==> config.mk <==
export PLATFORM = sky130hd
export DESIGN_NAME = bus_telegram_receiver_crc_core
export DESIGN_NICKNAME = d
export VERILOG_FILES = /design/src/rtl/core/btrc_pkg.sv /design/src/rtl/core/btrc_cfg_regs.sv /design/src/rtl/core/btrc_classify.sv /design/src/rtl/core/btrc_rx_engine.sv /design/src/rtl/core/bus_telegram_receiver_crc_core.sv
export SDC_FILE = /design/constraint.sdc
export NUM_CORES = 1
export LEC_CHECK = 0
export BUFFER_PORTS_ARGS = -buffer_cell sky130_fd_sc_hd__buf_2
export CAP_MARGIN = 20
export CORE_MARGIN = 2
export CORE_UTILIZATION = 50
export DETAILED_ROUTE_END_ITERATION = 6
export GPL_ROUTABILITY_DRIVEN = 0
export MAX_ROUTING_LAYER = met4
export PLACE_DENSITY_LB_ADDON = 0.12
export SETUP_SLACK_MARGIN = 0.5
export SYNTH_ARGS = -nofsm -noshare
export SYNTH_HDL_FRONTEND = slang
export SYNTH_SLANG_ARGS = --single-unit
==> constraint.sdc <==
create_clock -name i_clk -period 4.9 [get_ports i_clk]
set_input_delay 0.49 -clock i_clk [delete_from_list [all_inputs] [get_ports i_clk]]
set_output_delay 0.49 -clock i_clk [all_outputs]
set_load 0.01 [all_outputs]
==> src/rtl/core/btrc_pkg.sv <==
// ----------------------------------------------------------------------------
// btrc_pkg
// Types, codes and the CRC-16 byte update shared by the telegram receiver.
// ----------------------------------------------------------------------------
package btrc_pkg;

    // configuration register indexes
    localparam logic [2:0] CFG_CRC_ENABLE   = 3'd0;
    localparam logic [2:0] CFG_STD_PATTERN  = 3'd1;
    localparam logic [2:0] CFG_EXT_PATTERN  = 3'd2;
    localparam logic [2:0] CFG_POLL_PATTERN = 3'd3;
    localparam logic [2:0] CFG_MATCH_MASK   = 3'd4;
    localparam logic [2:0] CFG_STATE_BITS   = 3'd5;
    localparam logic [2:0] CFG_SYSSTATE_BITS = 3'd6;

    localparam logic [7:0] MATCH_MASK_RESET = 8'hFF;

    // event codes
    localparam logic [2:0] EV_NONE     = 3'd0;
    localparam logic [2:0] EV_OK       = 3'd1;
    localparam logic [2:0] EV_BAD      = 3'd2;
    localparam logic [2:0] EV_STATE    = 3'd3;
    localparam logic [2:0] EV_SYSSTATE = 3'd4;

    // telegram size limits
    localparam logic [8:0] STD_MIN  = 9'd8;
    localparam logic [8:0] STD_MAX  = 9'd23;
    localparam logic [8:0] EXT_MIN  = 9'd9;
    localparam logic [8:0] EXT_MAX  = 9'd263;
    localparam logic [8:0] POLL_MIN = 9'd6;
    localparam logic [8:0] POLL_MAX = 9'd6;

    localparam logic [15:0] CRC_INIT = 16'hFFFF;
    localparam logic [15:0] CRC_POLY = 16'h1021;

    typedef struct packed {
        logic       crc_enable;
        logic [7:0] standard_pattern;
        logic [7:0] extended_pattern;
        logic [7:0] poll_pattern;
        logic [7:0] match_mask;
        logic [7:0] state_bits;
        logic [7:0] system_state_bits;
    } t_cfg;

    localparam t_cfg CFG_RESET = '{crc_enable: 1'b0, standard_pattern: 8'h00,
                                   extended_pattern: 8'h00, poll_pattern: 8'h00,
                                   match_mask: MATCH_MASK_RESET, state_bits: 8'h00,
                                   system_state_bits: 8'h00};

    typedef struct packed {
        logic       start;
        logic [8:0] min_size;
        logic [8:0] max_size;
        logic       state_ind;
        logic       sys_state_ind;
    } t_class;

    // first member in the top bits, event_res in the lowest bits
    typedef struct packed {
        logic [7:0] store_data;
        logic [8:0] store_index;
        logic       store_valid;
        logic [7:0] status_byte;
        logic [9:0] frame_len;
        logic [2:0] event_res;
    } t_result;

    localparam int RES_W      = $bits(t_result);
    localparam int OUT_DATA_W = ((RES_W + 7) / 8) * 8;

    function automatic logic [15:0] crc16_byte(input logic [15:0] crc_in,
                                               input logic [7:0]  data);
        logic [15:0] c;
        c = crc_in ^ {data, 8'h00};
        for (int i = 0; i < 8; i++) begin
            c = c[15] ? ({c[14:0], 1'b0} ^ CRC_POLY) : {c[14:0], 1'b0};
        end
        return c;
    endfunction

endpackage

==> src/rtl/core/btrc_cfg_regs.sv <==
// ----------------------------------------------------------------------------
// btrc_cfg_regs
// Configuration register bank written through the index/data write channel.
// ----------------------------------------------------------------------------
module btrc_cfg_regs (
    input  logic              i_clk,
    input  logic              i_rst_n,
    input  logic              i_cfg_valid,
    input  logic [2:0]        i_cfg_index,
    input  logic [7:0]        i_cfg_data,
    output btrc_pkg::t_cfg    o_cfg
);

    btrc_pkg::t_cfg r_cfg;
    btrc_pkg::t_cfg n_cfg;

    always_comb begin
        n_cfg = r_cfg;
        if (i_cfg_valid) begin
            case (i_cfg_index)
                btrc_pkg::CFG_CRC_ENABLE:    n_cfg.crc_enable        = i_cfg_data[0];
                btrc_pkg::CFG_STD_PATTERN:   n_cfg.standard_pattern  = i_cfg_data;
                btrc_pkg::CFG_EXT_PATTERN:   n_cfg.extended_pattern  = i_cfg_data;
                btrc_pkg::CFG_POLL_PATTERN:  n_cfg.poll_pattern      = i_cfg_data;
                btrc_pkg::CFG_MATCH_MASK:    n_cfg.match_mask        = i_cfg_data;
                btrc_pkg::CFG_STATE_BITS:    n_cfg.state_bits        = i_cfg_data;
                btrc_pkg::CFG_SYSSTATE_BITS: n_cfg.system_state_bits = i_cfg_data;
                default:                     n_cfg = r_cfg;
            endcase
        end
    end

    always_ff @(posedge i_clk) begin
        if (!i_rst_n) begin
            r_cfg <= btrc_pkg::CFG_RESET;
        end else begin
            r_cfg <= n_cfg;
        end
    end

    assign o_cfg = r_cfg;

endmodule

==> src/rtl/core/btrc_classify.sv <==
// ----------------------------------------------------------------------------
// btrc_classify
// Classifies a byte seen while idle: telegram start type or indication.
// ----------------------------------------------------------------------------
module btrc_classify (
    input  logic [7:0]        i_byte,
    input  btrc_pkg::t_cfg    i_cfg,
    output btrc_pkg::t_class  o_cls
);

    logic [7:0] w_masked;
    logic       w_std;
    logic       w_ext;
    logic       w_poll;

    assign w_masked = i_byte & i_cfg.match_mask;
    assign w_std    = w_masked == (i_cfg.standard_pattern & i_cfg.match_mask);
    assign w_ext    = w_masked == (i_cfg.extended_pattern & i_cfg.match_mask);
    assign w_poll   = w_masked == (i_cfg.poll_pattern & i_cfg.match_mask);

    always_comb begin
        o_cls = '0;
        if (w_std) begin
            o_cls.start    = 1'b1;
            o_cls.min_size = btrc_pkg::STD_MIN;
            o_cls.max_size = btrc_pkg::STD_MAX;
        end else if (w_ext) begin
            o_cls.start    = 1'b1;
            o_cls.min_size = btrc_pkg::EXT_MIN;
            o_cls.max_size = btrc_pkg::EXT_MAX;
        end else if (w_poll) begin
            o_cls.start    = 1'b1;
            o_cls.min_size = btrc_pkg::POLL_MIN;
            o_cls.max_size = btrc_pkg::POLL_MAX;
        end else if ((i_byte & i_cfg.state_bits) != 8'h00) begin
            o_cls.state_ind = 1'b1;
        end else if ((i_byte & i_cfg.system_state_bits) != 8'h00) begin
            o_cls.sys_state_ind = 1'b1;
        end
    end

endmodule

==> src/rtl/core/btrc_rx_engine.sv <==
// ----------------------------------------------------------------------------
// btrc_rx_engine
// Telegram state, byte counter, delayed CRC and completion checks.
// ----------------------------------------------------------------------------
module btrc_rx_engine #(
    parameter int BUF_BYTES = 512
) (
    input  logic               i_clk,
    input  logic               i_rst_n,
    input  logic               i_go,
    input  logic               i_kind,
    input  logic [7:0]         i_byte,
    input  btrc_pkg::t_cfg     i_cfg,
    input  btrc_pkg::t_class   i_cls,
    output btrc_pkg::t_result  o_res
);

    localparam int CW    = $clog2(BUF_BYTES + 1);
    localparam int CMP_W = (CW > 10) ? CW : 10;

    localparam logic [1:0] MODE_IDLE = 2'd0;
    localparam logic [1:0] MODE_RECV = 2'd1;
    localparam logic [1:0] MODE_DONE = 2'd2;

    logic [1:0]       r_mode,    n_mode;
    logic [CW-1:0]    r_count,   n_count;
    logic [8:0]       r_min,     n_min;
    logic [8:0]       r_max,     n_max;
    logic [15:0]      r_crc,     n_crc;
    logic             r_match,   n_match;
    logic [7:0]       r_recent0, n_recent0;
    logic [7:0]       r_recent1, n_recent1;

    logic [CMP_W-1:0] w_count_x;
    logic [CMP_W-1:0] w_next_x;
    logic [CMP_W-1:0] w_min_x;
    logic [CMP_W-1:0] w_max_x;
    logic [CMP_W-1:0] w_fin_size;
    logic             w_fin;
    logic             w_fin_match;
    logic             w_bad;
    logic [15:0]      w_crc_upd;

    assign w_count_x = CMP_W'(r_count);
    assign w_next_x  = w_count_x + CMP_W'(1);
    assign w_min_x   = CMP_W'(r_min);
    assign w_max_x   = CMP_W'(r_max);
    assign w_crc_upd = btrc_pkg::crc16_byte(r_crc, r_recent1);

    always_comb begin
        n_mode      = r_mode;
        n_count     = r_count;
        n_min       = r_min;
        n_max       = r_max;
        n_crc       = r_crc;
        n_match     = r_match;
        n_recent0   = r_recent0;
        n_recent1   = r_recent1;
        o_res       = '0;
        w_fin       = 1'b0;
        w_fin_size  = '0;
        w_fin_match = r_match;
        w_bad       = 1'b0;

        if (i_kind) begin
            if (r_mode == MODE_RECV) begin
                w_fin      = 1'b1;
                w_fin_size = w_count_x;
            end
            n_mode = MODE_IDLE;
        end else if (r_mode == MODE_IDLE) begin
            if (i_cls.start) begin
                n_mode            = MODE_RECV;
                n_count           = CW'(1);
                n_min             = i_cls.min_size;
                n_max             = i_cls.max_size;
                n_crc             = btrc_pkg::CRC_INIT;
                n_match           = 1'b0;
                n_recent0         = i_byte;
                n_recent1         = 8'h00;
                o_res.store_valid = 1'b1;
                o_res.store_data  = i_byte;
            end else if (i_cls.state_ind) begin
                o_res.event_res   = btrc_pkg::EV_STATE;
                o_res.status_byte = i_byte;
            end else if (i_cls.sys_state_ind) begin
                o_res.event_res   = btrc_pkg::EV_SYSSTATE;
                o_res.status_byte = i_byte;
            end
        end else begin
            n_mode = MODE_RECV;
            if (r_count < CW'(BUF_BYTES)) begin
                n_count           = r_count + CW'(1);
                n_recent1         = r_recent0;
                n_recent0         = i_byte;
                o_res.store_valid = 1'b1;
                o_res.store_index = w_count_x[8:0];
                o_res.store_data  = i_byte;
                if (i_cfg.crc_enable) begin
                    if (w_next_x > CMP_W'(2)) begin
                        n_crc = w_crc_upd;
                    end
                    if (w_next_x >= w_min_x + CMP_W'(2)) begin
                        n_match = ({r_recent0, i_byte} == n_crc);
                        if (n_match) begin
                            w_fin       = 1'b1;
                            w_fin_size  = w_next_x - CMP_W'(2);
                            w_fin_match = 1'b1;
                            n_mode      = MODE_DONE;
                        end
                    end
                end
            end
        end

        if (w_fin) begin
            w_bad = (w_fin_size < w_min_x) || (w_fin_size > w_max_x) ||
                    (i_cfg.crc_enable && !w_fin_match);
            o_res.frame_len = w_fin_size[9:0];
            o_res.event_res = w_bad ? btrc_pkg::EV_BAD : btrc_pkg::EV_OK;
        end
    end

    always_ff @(posedge i_clk) begin
        if (!i_rst_n) begin
            r_mode    <= MODE_IDLE;
            r_count   <= '0;
            r_min     <= '0;
            r_max     <= '0;
            r_crc     <= btrc_pkg::CRC_INIT;
            r_match   <= 1'b0;
            r_recent0 <= '0;
            r_recent1 <= '0;
        end else if (i_go) begin
            r_mode    <= n_mode;
            r_count   <= n_count;
            r_min     <= n_min;
            r_max     <= n_max;
            r_crc     <= n_crc;
            r_match   <= n_match;
            r_recent0 <= n_recent0;
            r_recent1 <= n_recent1;
        end
    end

endmodule

==> src/rtl/core/bus_telegram_receiver_crc_core.sv <==
// ----------------------------------------------------------------------------
// bus_telegram_receiver_crc_core
// Bus telegram receiver with start classification and CRC-16-CCITT check.
// ----------------------------------------------------------------------------
// Accepts one received byte or gap tick per clock unless the output stalls,
// and returns exactly one result per transfer through the input register,
// then the result register. Throughput is one transfer per cycle when not
// stalled, set by the combinational update of the telegram state and the
// byte-wide CRC step. The configuration channel is always ready; the user
// must ensure it is written while no transfer is in flight (unchecked).
module bus_telegram_receiver_crc_core #(
    parameter int BUF_BYTES = 512
) (
    input  logic        i_clk,
    input  logic        i_rst_n,
    input  logic        s_axis_tvalid,
    output logic        s_axis_tready,
    input  logic [7:0]  s_axis_tdata,   // [7:0] rx_byte
    input  logic        s_axis_tuser,   // [0] kind
    output logic        m_axis_tvalid,
    input  logic        m_axis_tready,
    // [2:0] event_res, [12:3] frame_len, [20:13] status_byte,
    // [21] store_valid, [30:22] store_index, [38:31] store_data
    output logic [btrc_pkg::OUT_DATA_W-1:0] m_axis_tdata,
    input  logic        i_cfg_valid,
    output logic        o_cfg_ready,
    input  logic [2:0]  i_cfg_index,
    input  logic [7:0]  i_cfg_data
);

    btrc_pkg::t_cfg    w_cfg;
    btrc_pkg::t_class  w_cls;
    btrc_pkg::t_result w_res;

    logic              r_in_valid;
    logic              r_in_kind;
    logic [7:0]        r_in_byte;
    logic              r_out_valid;
    btrc_pkg::t_result r_out_res;
    logic              w_adv;
    logic              w_go;

    assign w_adv         = !r_out_valid || m_axis_tready;
    assign w_go          = r_in_valid && w_adv;
    assign s_axis_tready = !r_in_valid || w_adv;
    assign o_cfg_ready   = 1'b1;

    btrc_cfg_regs u_cfg (
        .i_clk       (i_clk),
        .i_rst_n     (i_rst_n),
        .i_cfg_valid (i_cfg_valid),
        .i_cfg_index (i_cfg_index),
        .i_cfg_data  (i_cfg_data),
        .o_cfg       (w_cfg)
    );

    btrc_classify u_cls (
        .i_byte (r_in_byte),
        .i_cfg  (w_cfg),
        .o_cls  (w_cls)
    );

    btrc_rx_engine #(
        .BUF_BYTES (BUF_BYTES)
    ) u_eng (
        .i_clk   (i_clk),
        .i_rst_n (i_rst_n),
        .i_go    (w_go),
        .i_kind  (r_in_kind),
        .i_byte  (r_in_byte),
        .i_cfg   (w_cfg),
        .i_cls   (w_cls),
        .o_res   (w_res)
    );

    always_ff @(posedge i_clk) begin
        if (!i_rst_n) begin
            r_in_valid <= 1'b0;
        end else if (s_axis_tready) begin
            r_in_valid <= s_axis_tvalid;
        end
    end

    always_ff @(posedge i_clk) begin
        if (s_axis_tready && s_axis_tvalid) begin
            r_in_kind <= s_axis_tuser;
            r_in_byte <= s_axis_tdata;
        end
    end

    always_ff @(posedge i_clk) begin
        if (!i_rst_n) begin
            r_out_valid <= 1'b0;
        end else if (w_adv) begin
            r_out_valid <= r_in_valid;
        end
    end

    always_ff @(posedge i_clk) begin
        if (w_go) begin
            r_out_res <= w_res;
        end
    end

    assign m_axis_tvalid = r_out_valid;
    assign m_axis_tdata  = btrc_pkg::OUT_DATA_W'(r_out_res);

endmodule

==> out/qor.txt <==
Hold_buf cts -> 0
P_leak -> 3.79 nW
Net Sw Frac -> 0.241
Hold Vio Cnt, Final -> 0
Worst Skew -> 0.00819 ns
Sw power -> 0.000673 W
DRT antenna net count -> 0
WL final -> 22.0 mm
1st-pass router iterations -> 5
Clock Tree Root -> clkbuf_16
DRT iter0 DRCs -> 560
# port buffers -> 65
Core ar. -> 15,700 µm²
Fmax -> 207 MHz
Post-synth EDFFs -> 48
Routed wire per std cell -> 17.9 µm
Final Power -> 0.00280 W
PwrDens -> 288 nW/µm²
Post-Place Cells -> 1,172
RSZ-0062 raised after global routing -> yes
Sequential share of power -> 0.475
Slew @ Worst Pin -> 0.930 ns
Syn_area_per_cell -> 8.87 µm²
Int Pwr -> 0.00212 W
Most common flop cell mapped by yosys -> dfxtp_1
Synth warn -> 0
Clock power share -> 0.463
Required @ worst endpoint -> 5.07 ns
Ant diodes -> 0
Setup crit end kind -> flip-flop
Die Y -> 130 µm
Synthesized net count -> 937
Data arrival, critical path -> 5.00 ns
Hold Crit Class -> primary input to flip-flop
Final period util -> 0.985
All-layer global routing usage -> 0.274
Initial antenna violation count -> 0
Largest net degree at the start of global routing -> 55
Unique cell type count in the Yosys netlist -> 64
Synth top area share -> 0.254
IO Pins -> 68
Area Growth Syn to Fin -> 22.2%
Fill cell count -> 1,380
Register area share after synthesis -> 0.436
Max-Cap Viols -> 0
Startpoint Class -> flip-flop
Yosys top cell by area -> dfxtp_1
TritonCTS clock tree -> built
Final setup TNS -> 0 ns
Combinational Power Share -> 0.062
Row count -> 46
DRC violation count after routing -> 0
Ys async rst share -> 0
Worst VDD drop -> 230 µV
H-tree depth -> 4
Num Clock Sinks -> 149
Crit path max fanout -> 6
Worst-skew pair later-pin latency -> 0.43 ns
Area of the multi-input gates -> 4410 µm²
Vias post-DR -> 6,968
DIE AREA -> 16,900 µm²
Status -> completed
Share of layout cells above drive strength 1 -> 0.228
Global-route wire length before repair -> 34.5 mm
Max transition margin -> 0.375
Initial Util -> 0.506
Final #Nets -> 1,041
Kind of critical path -> flip-flop to flip-flop
Top cells by area, synth -> dfxtp_1 (25%), edfxtp_1 (18%), nand2_1 (7.7%)
Register area -> 3480 µm²
Netlist Area Pre-Place -> 7950 µm²
Post-DP HPWL -> 15.2 mm
Post-Layout Cell Count -> 1,229
Via/cell ratio -> 5.67
Worst-path clk slew -> 0.06 ns
Longest Clk Path Bufs -> 2
Synthesized flop and latch total -> 149
CTS buffer count -> 17
Gr ovfl total -> 0
Min cycle time layout -> 4.83 ns
Die width -> 130 µm
Final Setup Violations -> 0
Post-Synthesis Cells -> 896
Max Slew Vio Count -> 0
Number of global-route vias before repair -> 6,578
cell families after synthesis:
family          Yosys count  share of synthesized area
xor+xnor                 83                      0.109
other cells               2                   0.000945
compound gates          185                      0.148
buf+inv                  74                     0.0412
fa+ha+maj                16                     0.0252
flops                   149                      0.436
simple gates            376                      0.226
mux                      11                     0.0139
per-stage QoR:
step           cell area [µm²]  hold WS (ns)  utilization  worst slack (ns)
2_1_floorplan             8040         0.436            -             0.301
3_3_place_gp              8740         0.443        0.556             0.122
3_5_place_dp              8750         0.447        0.557            0.0573
4_1_cts                   9530         0.220        0.606             0.152
5_1_grt                   9710         0.221        0.618            -0.125
6_report                  9710         0.232        0.618            0.0736
routing by layer:
layer  part of all wire  vias to the layer above  routed length [µm]  global-route usage
li1                   -                     3370                   -                   -
met1               0.46                     3306               10100               0.369
met3              0.050                       49                1090              0.0476
met4              0.029                        0                 644               0.106
met2               0.46                      243               10200               0.415
met5                  0                        -                   0                   -
final timing paths:
check	from	end	slack, ns	cells past startpoint
setup reg to reg	u_eng.r_count[0]$_SDFFE_PN0P_	m_axis_tdata[0]$_DFFE_PP_	0.07	18
hold reg to reg	u_cfg.o_cfg[9]$_SDFFE_PN0P_	u_cfg.o_cfg[9]$_SDFFE_PN0P_	0.46	2
setup / recovery	u_eng.r_count[0]$_SDFFE_PN0P_	m_axis_tdata[0]$_DFFE_PP_	0.07	18
hold / removal	s_axis_tdata[7]	r_in_byte[7]$_DFFE_PP_	0.23	1
sequential cells by signal, summed over array words and instances, names as in the netlist, 2 cells and up:
register,cells
u_cfg.o_cfg,49
m_axis_tdata,39
u_eng.r_crc,16
u_eng.r_count,10
r_in_byte,8
u_eng.r_recent0,8
u_eng.r_recent1,8
u_eng.r_max,3
u_eng.r_min,2
u_eng.r_mode,2
worst max-delay path, stage by stage (launching register included):
cell and delay (ns):
dfxtp_4 0.38, buf_6 0.13, a311oi_2 0.25, a31oi_2 0.07, or3_4 0.44, buf_6 0.15
nor4_4 0.29, a211oi_2 0.07, nor4_1 0.23, or4b_4 0.52, or2_4 0.29, o22ai_4 0.14
ha_4 0.23, o211ai_1 0.24, o221ai_2 0.14, or4b_1 0.54, o221ai_2 0.08, nor3_2 0.07
or3_1 0.30
power groups by stage:
stage	Combinational, W	Sequential (W)	Clock [W]
4_1_cts	0.000169	0.00133	0.00131
3_3_place_gp	0.000165	0.00135	0
5_1_grt	0.000193	0.00133	0.00136
3_5_place_dp	0.000166	0.00136	0
2_1_floorplan	0.0000995	0.00135	0
6_report	0.000174	0.00133	0.00129
cell usage in the layout (no fill, tap or decap), types with 12 or more instances in the layout:
cell type,netlist,final
a21oi_1,72,71
a22oi_1,22,21
and2_1,27,27
buf_2,7,65
buf_4,5,68
clkbuf_16,0,17
dfxtp_1,101,95
edfxtp_1,48,48
ha_1,16,12
inv_1,20,17
nand2_1,163,162
nand3_1,34,31
nor2_1,54,54
nor3_1,20,18
nor4_1,16,13
o22ai_1,20,19
xnor2_1,29,26
xor2_1,43,42
synthesized netlist by cell type, types with 9 or more instances:
cell type  instances
nand2_1          163
dfxtp_1          101
a21oi_1           72
nor2_1            54
edfxtp_1          48
xor2_1            43
clkbuf_1          36
nand3_1           34
xnor2_1           29
and2_1            27
a22oi_1           22
inv_1             20
nor3_1            20
o22ai_1           20
ha_1              16
nor4_1            16
o21ai_0           13
mux2i_1           11
o21ai_1           11
a211oi_1          10
or2_2              9
xnor3_1            9
area by class of cell:
| class | count | area share |
|---|---|---|
| flip-flops and latches | 149 | 0.358 |
| multi-input cells | 673 | 0.454 |
| inverters | 21 | 0.00837 |
| clock inverters | 13 | 0.0151 |
| repair buffers | 138 | 0.0927 |
| well taps | 216 | 0.0278 |
| clock buffers | 19 | 0.0446 |
repair_timing:
| item | in CTS | in global routing |
|---|---|---|
| pin swaps | 22 | 20 |
| gates resized for setup | 19 | 21 |
| buffers inserted | 17 | 8 |
| setup endpoints to repair | 2 | 2 |
(Power assumes the default switching activity.)
